$ cat config.mk
export PLATFORM = sky130hd
export DESIGN_NAME = sensor_link_quality_score
export DESIGN_NICKNAME = d
export VERILOG_FILES = /design/src/slqs_pkg.sv /design/src/slqs_ratio_stage.sv /design/src/slqs_score_stage.sv /design/src/slqs_out_stage.sv /design/src/sensor_link_quality_score.sv
export SDC_FILE = /design/constraint.sdc
export NUM_CORES = 2
export LEC_CHECK = 0
export BUFFER_PORTS_ARGS = -buffer_cell sky130_fd_sc_hd__buf_2
export CORE_MARGIN = 4
export CORE_UTILIZATION = 27
export DETAILED_ROUTE_END_ITERATION = 8
export GPL_ROUTABILITY_DRIVEN = 0
export SYNTH_ARGS = -nofsm -noshare
export SYNTH_HDL_FRONTEND = slang
export SYNTH_SLANG_ARGS = --single-unit
$ cat constraint.sdc
create_clock -name clk_i -period 19.26 [get_ports clk_i]
set_input_delay 4.815 -clock clk_i [delete_from_list [all_inputs] [get_ports clk_i]]
set_output_delay 4.815 -clock clk_i [all_outputs]
set_load 0.1 [all_outputs]
$ cat src/slqs_pkg.sv
// Package for the sensor link quality score block: constants, widths, codes,
// item and pipeline stage types. Depends on nothing; every other file imports it.
package slqs_pkg;

  // Fixed scoring constants.
  localparam int unsigned FIELD_COUNT   = 8;
  localparam int unsigned FIELD_PENALTY = 10;
  localparam int unsigned SCORE_MAX     = 100;
  localparam int unsigned VALID_MIN     = 50;
  localparam int unsigned POOR_LIMIT    = 60;
  localparam int unsigned PCT_SCALE     = 100;

  // Field and datapath widths.
  localparam int unsigned TS_W    = 32;
  localparam int unsigned CNT32_W = 32;
  localparam int unsigned SCORE_W = 8;
  localparam int unsigned LIMIT_W = 7;
  localparam int unsigned MASK_W  = 8;
  localparam int unsigned TOTAL_W = CNT32_W + 1;
  localparam int unsigned LIM1_W  = LIMIT_W + 1;
  localparam int unsigned PROD_W  = TOTAL_W + LIM1_W;
  localparam int unsigned FCNT_W  = $clog2(FIELD_COUNT + 1);
  localparam int unsigned FPEN_W  = FCNT_W + SCORE_W;
  localparam int unsigned RAW_W   = FPEN_W + 2;
  localparam int unsigned CFG_W   = 32;
  localparam int unsigned CIDX_W  = 3;

  // Register reset values.
  localparam logic [TS_W-1:0]    TTL_RESET     = 32'd1000;
  localparam logic [SCORE_W-1:0] BASE_RESET    = 8'd100;
  localparam logic [LIMIT_W-1:0] LIMIT_RESET   = 7'd10;
  localparam logic [SCORE_W-1:0] PENALTY_RESET = 8'd20;

  typedef enum logic [CIDX_W-1:0] {
    REG_TTL         = 3'd0,
    REG_BASE        = 3'd1,
    REG_BAD_LIMIT   = 3'd2,
    REG_BAD_PENALTY = 3'd3,
    REG_UART_LIMIT  = 3'd4,
    REG_UART_PENALTY = 3'd5,
    REG_DROP_LIMIT  = 3'd6,
    REG_DROP_COST   = 3'd7
  } reg_idx_e;

  typedef enum logic [1:0] {
    REASON_NONE   = 2'd0,
    REASON_UNAVAIL = 2'd1,
    REASON_STALE  = 2'd2,
    REASON_POOR   = 2'd3
  } reason_e;

  typedef struct packed {
    logic [TS_W-1:0]    now_ms;
    logic [TS_W-1:0]    latest_frame_ms;
    logic [CNT32_W-1:0] frames_received;
    logic [CNT32_W-1:0] bad_frames;
    logic [CNT32_W-1:0] uart_errors;
    logic [CNT32_W-1:0] frames_dropped;
    logic               bridge_profile;
    logic [MASK_W-1:0]  field_valid_mask;
  } in_item_t;

  typedef struct packed {
    logic [SCORE_W-1:0] score;
    logic               score_valid;
    logic               is_stale;
    logic [TS_W-1:0]    frame_age_ms;
    logic [1:0]         reason_code;
  } out_item_t;

  typedef struct packed {
    logic [TS_W-1:0]    ttl_ms;
    logic [SCORE_W-1:0] base_score;
    logic [LIMIT_W-1:0] bad_frame_limit_pct;
    logic [SCORE_W-1:0] bad_frame_penalty;
    logic [LIMIT_W-1:0] uart_error_limit_pct;
    logic [SCORE_W-1:0] uart_error_penalty;
    logic [LIMIT_W-1:0] drop_limit_pct;
    logic [SCORE_W-1:0] drop_cost;
  } cfg_t;

  // After the product stage: both sides of each percentage test.
  typedef struct packed {
    logic              no_frame;
    logic              bridge;
    logic [TS_W-1:0]   age;
    logic [PROD_W-1:0] bad_lhs;
    logic [PROD_W-1:0] bad_rhs;
    logic [PROD_W-1:0] uerr_lhs;
    logic [PROD_W-1:0] uerr_rhs;
    logic [PROD_W-1:0] drop_lhs;
    logic [PROD_W-1:0] drop_rhs;
    logic [FPEN_W-1:0] field_pen;
  } s1_t;

  // After the score stage: unclamped two's complement score.
  typedef struct packed {
    logic             no_frame;
    logic             stale;
    logic [TS_W-1:0]  age;
    logic [RAW_W-1:0] raw;
  } s2_t;

endpackage

$ cat src/slqs_ratio_stage.sv
// First pipeline stage: frame age and the products behind each percentage test.
// Depends on slqs_pkg.
module slqs_ratio_stage (
  input  logic              clk_i,
  input  logic              rst_ni,
  input  logic              valid_i,
  output logic              ready_o,
  input  slqs_pkg::in_item_t item_i,
  input  slqs_pkg::cfg_t    cfg_i,
  output logic              valid_o,
  input  logic              ready_i,
  output slqs_pkg::s1_t     data_o
);
  import slqs_pkg::*;

  logic               valid_q;
  s1_t                data_d;
  s1_t                data_q;
  logic [TOTAL_W-1:0] drop_total;
  logic [FCNT_W-1:0]  valid_cnt;
  logic [FCNT_W-1:0]  invalid_cnt;
  logic [LIM1_W-1:0]  bad_lim1;
  logic [LIM1_W-1:0]  uerr_lim1;
  logic [LIM1_W-1:0]  drop_lim1;

  // floor(c * 100 / t) > L is the same as c * 100 >= (L + 1) * t, so no divider.
  always_comb begin
    drop_total = {1'b0, item_i.frames_received} + {1'b0, item_i.frames_dropped};
    bad_lim1   = {1'b0, cfg_i.bad_frame_limit_pct} + LIM1_W'(1);
    uerr_lim1  = {1'b0, cfg_i.uart_error_limit_pct} + LIM1_W'(1);
    drop_lim1  = {1'b0, cfg_i.drop_limit_pct} + LIM1_W'(1);

    valid_cnt = '0;
    for (int i = 0; i < MASK_W; i++) begin
      if ((i < FIELD_COUNT) && item_i.field_valid_mask[i]) begin
        valid_cnt = valid_cnt + FCNT_W'(1);
      end
    end
    invalid_cnt = FCNT_W'(FIELD_COUNT) - valid_cnt;

    data_d.no_frame  = (item_i.frames_received == '0);
    data_d.bridge    = item_i.bridge_profile;
    data_d.age       = item_i.now_ms - item_i.latest_frame_ms;
    data_d.bad_lhs   = PROD_W'(item_i.bad_frames) * PROD_W'(PCT_SCALE);
    data_d.bad_rhs   = PROD_W'(item_i.frames_received) * PROD_W'(bad_lim1);
    data_d.uerr_lhs  = PROD_W'(item_i.uart_errors) * PROD_W'(PCT_SCALE);
    data_d.uerr_rhs  = PROD_W'(item_i.frames_received) * PROD_W'(uerr_lim1);
    data_d.drop_lhs  = PROD_W'(item_i.frames_dropped) * PROD_W'(PCT_SCALE);
    data_d.drop_rhs  = PROD_W'(drop_total) * PROD_W'(drop_lim1);
    data_d.field_pen = FPEN_W'(invalid_cnt) * FPEN_W'(FIELD_PENALTY);
  end

  assign ready_o = !valid_q || ready_i;

  always_ff @(posedge clk_i or negedge rst_ni) begin
    if (!rst_ni) begin
      valid_q <= 1'b0;
    end else if (ready_o) begin
      valid_q <= valid_i;
    end
  end

  always_ff @(posedge clk_i) begin
    if (ready_o && valid_i) begin
      data_q <= data_d;
    end
  end

  assign valid_o = valid_q;
  assign data_o  = data_q;

endmodule

$ cat src/slqs_score_stage.sv
// Second pipeline stage: percentage tests, staleness test and the raw score.
// Depends on slqs_pkg.
module slqs_score_stage (
  input  logic           clk_i,
  input  logic           rst_ni,
  input  logic           valid_i,
  output logic           ready_o,
  input  slqs_pkg::s1_t  data_i,
  input  slqs_pkg::cfg_t cfg_i,
  output logic           valid_o,
  input  logic           ready_i,
  output slqs_pkg::s2_t  data_o
);
  import slqs_pkg::*;

  logic valid_q;
  s2_t  data_d;
  s2_t  data_q;
  logic bad_over;
  logic uerr_over;
  logic drop_over;

  // The raw score wraps at RAW_W bits but its true range always fits.
  always_comb begin
    bad_over  = (data_i.bad_lhs >= data_i.bad_rhs);
    uerr_over = (data_i.uerr_lhs >= data_i.uerr_rhs);
    drop_over = data_i.bridge && (data_i.drop_lhs >= data_i.drop_rhs);

    data_d.no_frame = data_i.no_frame;
    data_d.stale    = !data_i.no_frame && (data_i.age > cfg_i.ttl_ms);
    data_d.age      = data_i.age;
    data_d.raw      = RAW_W'(cfg_i.base_score)
                    - (bad_over  ? RAW_W'(cfg_i.bad_frame_penalty)  : RAW_W'(0))
                    - (uerr_over ? RAW_W'(cfg_i.uart_error_penalty) : RAW_W'(0))
                    - (drop_over ? RAW_W'(cfg_i.drop_cost)          : RAW_W'(0))
                    - RAW_W'(data_i.field_pen);
  end

  assign ready_o = !valid_q || ready_i;

  always_ff @(posedge clk_i or negedge rst_ni) begin
    if (!rst_ni) begin
      valid_q <= 1'b0;
    end else if (ready_o) begin
      valid_q <= valid_i;
    end
  end

  always_ff @(posedge clk_i) begin
    if (ready_o && valid_i) begin
      data_q <= data_d;
    end
  end

  assign valid_o = valid_q;
  assign data_o  = data_q;

endmodule

$ cat src/slqs_out_stage.sv
// Final pipeline stage and output register: clamping, flags and reason code.
// Depends on slqs_pkg.
module slqs_out_stage (
  input  logic                clk_i,
  input  logic                rst_ni,
  input  logic                valid_i,
  output logic                ready_o,
  input  slqs_pkg::s2_t       data_i,
  output logic                valid_o,
  input  logic                ready_i,
  output slqs_pkg::out_item_t item_o
);
  import slqs_pkg::*;

  logic               valid_q;
  out_item_t          item_d;
  out_item_t          item_q;
  logic [SCORE_W-1:0] clamped;

  always_comb begin
    if (data_i.raw[RAW_W-1]) begin
      clamped = '0;
    end else if (data_i.raw[RAW_W-2:0] > (RAW_W-1)'(SCORE_MAX)) begin
      clamped = SCORE_W'(SCORE_MAX);
    end else begin
      clamped = data_i.raw[SCORE_W-1:0];
    end

    if (data_i.no_frame) begin
      item_d.score        = '0;
      item_d.score_valid  = 1'b0;
      item_d.is_stale     = 1'b1;
      item_d.frame_age_ms = '1;
      item_d.reason_code  = REASON_UNAVAIL;
    end else if (data_i.stale) begin
      item_d.score        = '0;
      item_d.score_valid  = 1'b0;
      item_d.is_stale     = 1'b1;
      item_d.frame_age_ms = data_i.age;
      item_d.reason_code  = REASON_STALE;
    end else begin
      item_d.score        = clamped;
      item_d.score_valid  = (clamped >= SCORE_W'(VALID_MIN));
      item_d.is_stale     = 1'b0;
      item_d.frame_age_ms = data_i.age;
      item_d.reason_code  = (clamped < SCORE_W'(POOR_LIMIT)) ? REASON_POOR : REASON_NONE;
    end
  end

  assign ready_o = !valid_q || ready_i;

  always_ff @(posedge clk_i or negedge rst_ni) begin
    if (!rst_ni) begin
      valid_q <= 1'b0;
    end else if (ready_o) begin
      valid_q <= valid_i;
    end
  end

  always_ff @(posedge clk_i) begin
    if (ready_o && valid_i) begin
      item_q <= item_d;
    end
  end

  assign valid_o = valid_q;
  assign item_o  = item_q;

endmodule

$ cat src/sensor_link_quality_score.sv
// Top level of the sensor link quality score block: configuration registers
// and the three-stage pipeline. Depends on slqs_pkg and the slqs_*_stage modules.
//
// Usage
//   Each input item is one snapshot of link counters and timestamps; each one
//   yields exactly one result item, in order. Both channels use valid/ready,
//   and an item moves at a rising edge where valid and ready are both high.
//   Configuration registers are written through cfg_we_i, cfg_idx_i and
//   cfg_wdata_i, with no read-back; they should only be
//   written while no item is in flight.
//   An item passes three register stages in order before its result shows
//   on the output: a product stage (six multipliers of up to 33 by 8 bits
//   that turn each percentage test into a compare), a score stage (the
//   compares and the penalty sum) and an output register (clamping and
//   flags). One item is taken every cycle while the receiver is ready;
//   the throughput is set by those three register stages, each of which
//   refills as soon as the one after it moves on.
//   Reset clears all stage valid bits and loads the registers with their
//   default values. When the receiver stalls, each stage holds its item and
//   the pipeline fills; input ready falls only once all three stages hold an
//   item, so no item is lost or repeated.
module sensor_link_quality_score (
  input  logic                         clk_i,
  input  logic                         rst_ni,
  input  logic                         in_valid_i,
  output logic                         in_ready_o,
  input  slqs_pkg::in_item_t           in_item_i,
  output logic                         out_valid_o,
  input  logic                         out_ready_i,
  output slqs_pkg::out_item_t          out_item_o,
  input  logic                         cfg_we_i,
  input  logic [slqs_pkg::CIDX_W-1:0]  cfg_idx_i,
  input  logic [slqs_pkg::CFG_W-1:0]   cfg_wdata_i
);
  import slqs_pkg::*;

  cfg_t cfg_q;
  logic s1_valid;
  logic s1_ready;
  s1_t  s1_data;
  logic s2_valid;
  logic s2_ready;
  s2_t  s2_data;

  // Register file: narrower registers keep the low bits of the write data.
  always_ff @(posedge clk_i or negedge rst_ni) begin
    if (!rst_ni) begin
      cfg_q.ttl_ms               <= TTL_RESET;
      cfg_q.base_score           <= BASE_RESET;
      cfg_q.bad_frame_limit_pct  <= LIMIT_RESET;
      cfg_q.bad_frame_penalty    <= PENALTY_RESET;
      cfg_q.uart_error_limit_pct <= LIMIT_RESET;
      cfg_q.uart_error_penalty   <= PENALTY_RESET;
      cfg_q.drop_limit_pct       <= LIMIT_RESET;
      cfg_q.drop_cost            <= PENALTY_RESET;
    end else if (cfg_we_i) begin
      unique case (reg_idx_e'(cfg_idx_i))
        REG_TTL:          cfg_q.ttl_ms               <= cfg_wdata_i[TS_W-1:0];
        REG_BASE:         cfg_q.base_score           <= cfg_wdata_i[SCORE_W-1:0];
        REG_BAD_LIMIT:    cfg_q.bad_frame_limit_pct  <= cfg_wdata_i[LIMIT_W-1:0];
        REG_BAD_PENALTY:  cfg_q.bad_frame_penalty    <= cfg_wdata_i[SCORE_W-1:0];
        REG_UART_LIMIT:   cfg_q.uart_error_limit_pct <= cfg_wdata_i[LIMIT_W-1:0];
        REG_UART_PENALTY: cfg_q.uart_error_penalty   <= cfg_wdata_i[SCORE_W-1:0];
        REG_DROP_LIMIT:   cfg_q.drop_limit_pct       <= cfg_wdata_i[LIMIT_W-1:0];
        REG_DROP_COST:    cfg_q.drop_cost            <= cfg_wdata_i[SCORE_W-1:0];
        default: begin
        end
      endcase
    end
  end

  slqs_ratio_stage u_ratio (
    .clk_i   (clk_i),
    .rst_ni  (rst_ni),
    .valid_i (in_valid_i),
    .ready_o (in_ready_o),
    .item_i  (in_item_i),
    .cfg_i   (cfg_q),
    .valid_o (s1_valid),
    .ready_i (s1_ready),
    .data_o  (s1_data)
  );

  slqs_score_stage u_score (
    .clk_i   (clk_i),
    .rst_ni  (rst_ni),
    .valid_i (s1_valid),
    .ready_o (s1_ready),
    .data_i  (s1_data),
    .cfg_i   (cfg_q),
    .valid_o (s2_valid),
    .ready_i (s2_ready),
    .data_o  (s2_data)
  );

  slqs_out_stage u_out (
    .clk_i   (clk_i),
    .rst_ni  (rst_ni),
    .valid_i (s2_valid),
    .ready_o (s2_ready),
    .data_i  (s2_data),
    .valid_o (out_valid_o),
    .ready_i (out_ready_i),
    .item_o  (out_item_o)
  );

  // Input back-pressure only appears when every stage is occupied and stalled.
  a_full_before_stall: assert property (@(posedge clk_i) disable iff (!rst_ni)
    !in_ready_o |-> (s1_valid && s2_valid && out_valid_o && !out_ready_i))
    else $error("input stalled while the pipeline still had room");

  // A stale or unavailable result never carries a score.
  a_stale_no_score: assert property (@(posedge clk_i) disable iff (!rst_ni)
    (out_valid_o && out_item_o.is_stale) |->
      (out_item_o.score == '0 && !out_item_o.score_valid &&
       (out_item_o.reason_code == REASON_UNAVAIL ||
        out_item_o.reason_code == REASON_STALE)))
    else $error("stale result with a score or wrong reason");

  // The unavailable case always reports an all-ones age.
  a_unavail_age: assert property (@(posedge clk_i) disable iff (!rst_ni)
    (out_valid_o && out_item_o.reason_code == REASON_UNAVAIL) |->
      (out_item_o.is_stale && out_item_o.frame_age_ms == '1))
    else $error("unavailable result without all-ones age");

  // Fresh results: score within range and flags consistent with it.
  a_fresh_flags: assert property (@(posedge clk_i) disable iff (!rst_ni)
    (out_valid_o && !out_item_o.is_stale) |->
      (out_item_o.score <= SCORE_W'(SCORE_MAX) &&
       out_item_o.score_valid == (out_item_o.score >= SCORE_W'(VALID_MIN)) &&
       (out_item_o.reason_code == REASON_POOR) ==
         (out_item_o.score < SCORE_W'(POOR_LIMIT))))
    else $error("fresh result flags disagree with its score");

endmodule

Word level (Yosys, flattened, before mapping)
Cells that the tools add are included.

Bits in registers: 453. Output and inout bits: 46.

Add/sub/neg operators: 17. $mul: 7. $lt $le $gt $ge: 7. Equal/unequal tests: 7. Mux-type cells: 15. Reduce and logical (&&, ||, !) cells: 23.

Operators with widths (count): 32-bit by 5-bit multiplier with 37-bit output, second input constant (3); 39-bit by 40-bit >= comparator with 1-bit output (2); 32-bit by 8-bit multiplier with 40-bit output (2); 39-bit by 41-bit >= comparator with 1-bit output (1); 33-bit by 8-bit multiplier with 41-bit output (1); 8-bit two-way mux (5); 35-bit two-way mux (1); 32-bit by 32-bit adder with 33-bit output (1); 32-bit > comparator (1); 32-bit logical NOT (1); 32-bit subtractor (1); 4-bit by 1-bit adder with 4-bit output, second input constant (7); 4-bit two-way mux (7); 14-bit subtractor (2); 7-bit by 1-bit adder with 8-bit output, second input constant (3); 2-bit AND reduction (8); 14-bit by 8-bit subtractor with 14-bit output (1); 8-bit by 14-bit subtractor with 14-bit output (1); 13-bit by 7-bit > comparator with 1-bit output, second input constant (1); 3-bit == test, second input constant (4); 8-bit by 6-bit >= comparator with 1-bit output, second input constant (1); 8-bit by 6-bit < comparator with 1-bit output, second input constant (1); 4-bit by 3-bit multiplier with 7-bit output, second input constant (1); 3-bit by 2-bit == test with 1-bit output, second input constant (2); 9 further kinds (18).

Longest topological paths before layout
Depth in word-level cells: 17. Mapped depth: 29. Mapped depth without buffers: 28.

Modules after synthesis
A second synthesis with hierarchy kept.

Cells, all modules: 5941. Area, all modules: 57341.2 um2.

Modules (own cells, without submodules): slqs_ratio_stage (times used 1, cells an instance 4823, area an instance 45208.4 um2, seq. area each 8222.9 um2); slqs_score_stage (times used 1, cells an instance 819, area an instance 7090.6 um2, seq. area each 1466.4 um2); sensor_link_quality_score (times used 1, cells an instance 188, area an instance 3268.1 um2, seq. area each 2153.3 um2); slqs_out_stage (times used 1, cells an instance 111, area an instance 1774.2 um2, seq. area each 1346.3 um2).

Worst setup path before layout
Ideal clock, no wire load.

Kind: input port to flip-flop. Start: input port out_ready_i. End: register u_ratio.data_q (netlist bit u_ratio.data_o[100]) (enable). Setup time: 0.666 ns. Arrival: 11.872 ns. Slack: 6.722 ns. Cell stages on the path: 3. Buffers on the path: 0. Cell sequence: nor2b_1 nand3_1 and2_1.

Longest elaborated chain between the ends: 4.

Ends and longest elaborated chain: start: declaration (line sensor_link_quality_score.sv:29) `input logic out_ready_i,`; 1-bit logical OR (line slqs_out_stage.sv:50) `assign ready_o = !valid_q || ready_i;`; 1-bit logical OR (line slqs_score_stage.sv:39) `assign ready_o = !valid_q || ready_i;`; 1-bit logical OR (line slqs_ratio_stage.sv:53) `assign ready_o = !valid_q || ready_i;`; net in_ready_o (line sensor_link_quality_score.sv:26) `output logic in_ready_o,`; 1-bit logical AND (line slqs_ratio_stage.sv:64) `if (ready_o && valid_i) begin`; end signal: assignment (line slqs_ratio_stage.sv:65) `data_q <= data_d;`; end: declaration (line slqs_ratio_stage.sv:18) `s1_t data_q;`.

The timed path passes the listed nets, and every way through them passes these cells. A chain may end at the register's enable or synchronous reset.

==> out/qor.yml <==
start_util_pct: 27.21
status: "finished, final reports clean"
period_minus_slack_ns: 12.00
cp_slowest_cell: "xnor2_1"
die_w_um: 468
detail_route.wl_per_cell_um: 16.17
hold_viol: 0
grt_use_met3_pct: 2.645
finish.utilization_pct: 30.46
hold_buffers: 0
ios: 287
hp-start: "u_ratio.data_o[280]"
worstHoldEndpoint: "u_score.data_o[36]"
clock_skew_ns: 0.04365
setup_viol: 0
crit_buf_inv: 4
cts_sinks: 453
fmax_mhz: 83.35
worstPathMaxFanout: 18
ctsResizeCount: 0
critPathMostFrequentCell: "fa_1"
clkTransAtPathRegs_ns: 0.06
fin_area_um2: 63960
overflow: 0
row_count: 168
hold_depth: 0
place_area_um2: 62020
fin_tns_setup_ns: 0
syn-num-nets: 7601
grt_usage_pct: 13.31
coreArea_um2: 210000
yosys_warnings: 0
setup_slack_ns: 7.262
post_cts_buffers: 0
reg2reg_from: "cfg_q[8]"
r2r-end: "u_ratio.data_o[44]"
area_growth_pct: 11.95
dpl_worst_slack_ns: 6.691
yosysSeqAreaShare_pct: 23.08
grt_max_degree: 154
grt_util_met1_pct: 17.45
grt_first_pass_wirelength_um: 234500
drtIter0Drc: 2474
ys_ff_latch: 453
regArea_um2: 13190
syn_area_um2: 57130
synth_cell_types: 90
clk_latency_ns: 0.70
rrSetupSlack_ns: 11.54
cts_buffers: 55
num_vias: 42361
finalNetCount: 7843
grt_setup_unrepaired: "no"
critical_path.top_delay_family: "adder cells"
cts_buffer_depth: 3
gr-usage-met2_pct: 21.94
cts_tree: "built"
arrival_ns: 12.42
drive_gt1_share_pct: 9.425
die_area_um2: 219000
antenna_found_initial: 59
cpPeakStageDelay_ns: 0.65
synthArstFlopShare_pct: 19.43
via_per_inst: 4.650
max_cap_viol_count: 0
die_height_um: 468
crit_type: "primary input to register"
synthFlopType: "edfxtp_1"
hold_path.class: "register to register"
top_usage_layer: "met2"
reg2reg_depth: 19
fillers: 21719
first_global_vias: 43291
drtAntennaViolNets: 0
root_buffer: "clkbuf_16"
portBuffers: 286
crit_path_end_kind: "register"
timing.final.max_slew_violations: 0
hpwlAfterDp_um: 117600
multiInputGateArea_um2: 39110
worst_pin_slew_ns: 1.319
drt_wl_total_um: 147300
first_pass_iters: 5
startpoint_type: "primary input"
avgSynthCellArea_um2: 9.533
drc: 0
htree_levels: 2
cp.required_ns: 19.68
synth-edff-count: 365
post-route-period-util_pct: 62.29
max_slew_margin_pct: 11.75
netlist_instances: 5993
-- per-layer routing --
metal | part of all wire (%) | wire, um
met5 | 0.063 | 93
met4 | 3.3 | 4878
met3 | 7.3 | 10730
met2 | 46 | 67940
met1 | 43 | 63670
-- layout by cell type, fill, tap and decap left out, types with 46 or more instances in the layout --
master	count
and2_1	114
dfrtp_1	67
o21a_1	46
clkbuf_16	55
edfxtp_1	365
inv_1	1187
a21o_1	134
buf_2	285
o21bai_1	48
mux2_2	53
xor2_1	90
xnor2_1	179
fa_1	652
o21ai_0	197
a21oi_1	276
nand2_1	453
ha_1	715
or2_2	53
nor2b_1	170
nor2_1	363
nand3_1	70
nand2b_1	104
-- synth_stat cells (7+ instances only) --
cell type	instances	area, um^2
a211o_1	12	105.1
a211oi_1	33	247.7
a21o_1	134	1006
a21oi_1	276	1381
a311oi_1	8	70.07
a31oi_1	30	187.7
a41oi_1	8	70.07
and2_1	117	732.0
and3_1	42	262.8
and4_1	15	131.4
clkbuf_1	137	514.2
dfrtp_1	67	1677
dfstp_2	21	551.8
edfxtp_1	365	10960
fa_1	652	13050
ha_1	715	8946
inv_1	1187	4456
mux2_2	53	596.8
nand2_1	453	1700
nand2b_1	104	650.6
nand3_1	70	350.3
nand3b_1	10	75.07
nand4_1	44	275.3
nand4b_1	7	61.31
nor2_1	363	1363
nor2b_1	170	1064
nor3_1	45	225.2
nor3b_1	15	112.6
nor4_1	30	187.7
o211ai_1	20	150.1
o21a_1	46	345.3
o21ai_0	197	986.0
o21bai_1	48	360.4
o31a_1	15	131.4
o31ai_1	15	112.6
or2_2	53	331.6
or3_1	12	75.07
xnor2_1	183	1603
xor2_1	100	875.8
-- final cells by class --
type	count	area share, %
multi-input cells	4211	61.15
flip-flops and latches	453	20.62
inverters	1187	6.966
well taps	2805	5.487
repair buffers	327	2.743
clock buffers	77	2.375
clock inverters	26	0.5614
diodes	24	0.09390
-- worst max-delay path by stage --
stage / start / end / slack (ns) / cells past startpoint
global placement: in_item_i[105] / u_ratio.data_o[52] / 6.86 / 29
global route: in_item_i[105] / u_ratio.data_o[52] / 6.88 / 28
detailed placement: in_item_i[105] / u_ratio.data_o[44] / 6.69 / 29
finish: in_item_i[105] / u_ratio.data_o[52] / 7.26 / 28
CTS: in_item_i[105] / u_ratio.data_o[44] / 7.42 / 29
floorplan: out_ready_i / u_ratio.data_o[100] / 6.72 / 3
-- flip-flops by register name (all words and copies together) (netlist names) --
name / count
u_score.data_o: 48
u_out.valid_o: 1
cfg_q: 85
u_score.valid_o: 1
u_ratio.valid_o: 1
u_out.item_o: 44
u_ratio.data_o: 273
-- metrics by stage --
stage | cells | hold WS, ns
after floorplan | 5993 | 0.4264
after global placement | 8983 | 0.4384
after detailed placement | 8983 | 0.4420
after CTS | 9086 | 0.4560
after global routing | 9097 | 0.4690
final | 9110 | 0.4572
-- cell families (layout without fill, tap and decap cells) --
logic type,count (synthesis),after routing,share of synthesized area [%]
DFF,453,453,23.08
buffers and inverters,1329,1617,8.736
adders and majority gates,1367,1367,38.50
muxes,59,59,1.150
AOI/OAI and AO/OA,938,938,10.62
and+or+nand+nor,1560,1560,13.45
xor gates and xnor gates,286,286,4.448
other,1,25,0.006564
Power is left out: the tool's default activity adds up to more than one toggle a clock period on the data nets, which glitch-free logic cannot reach.
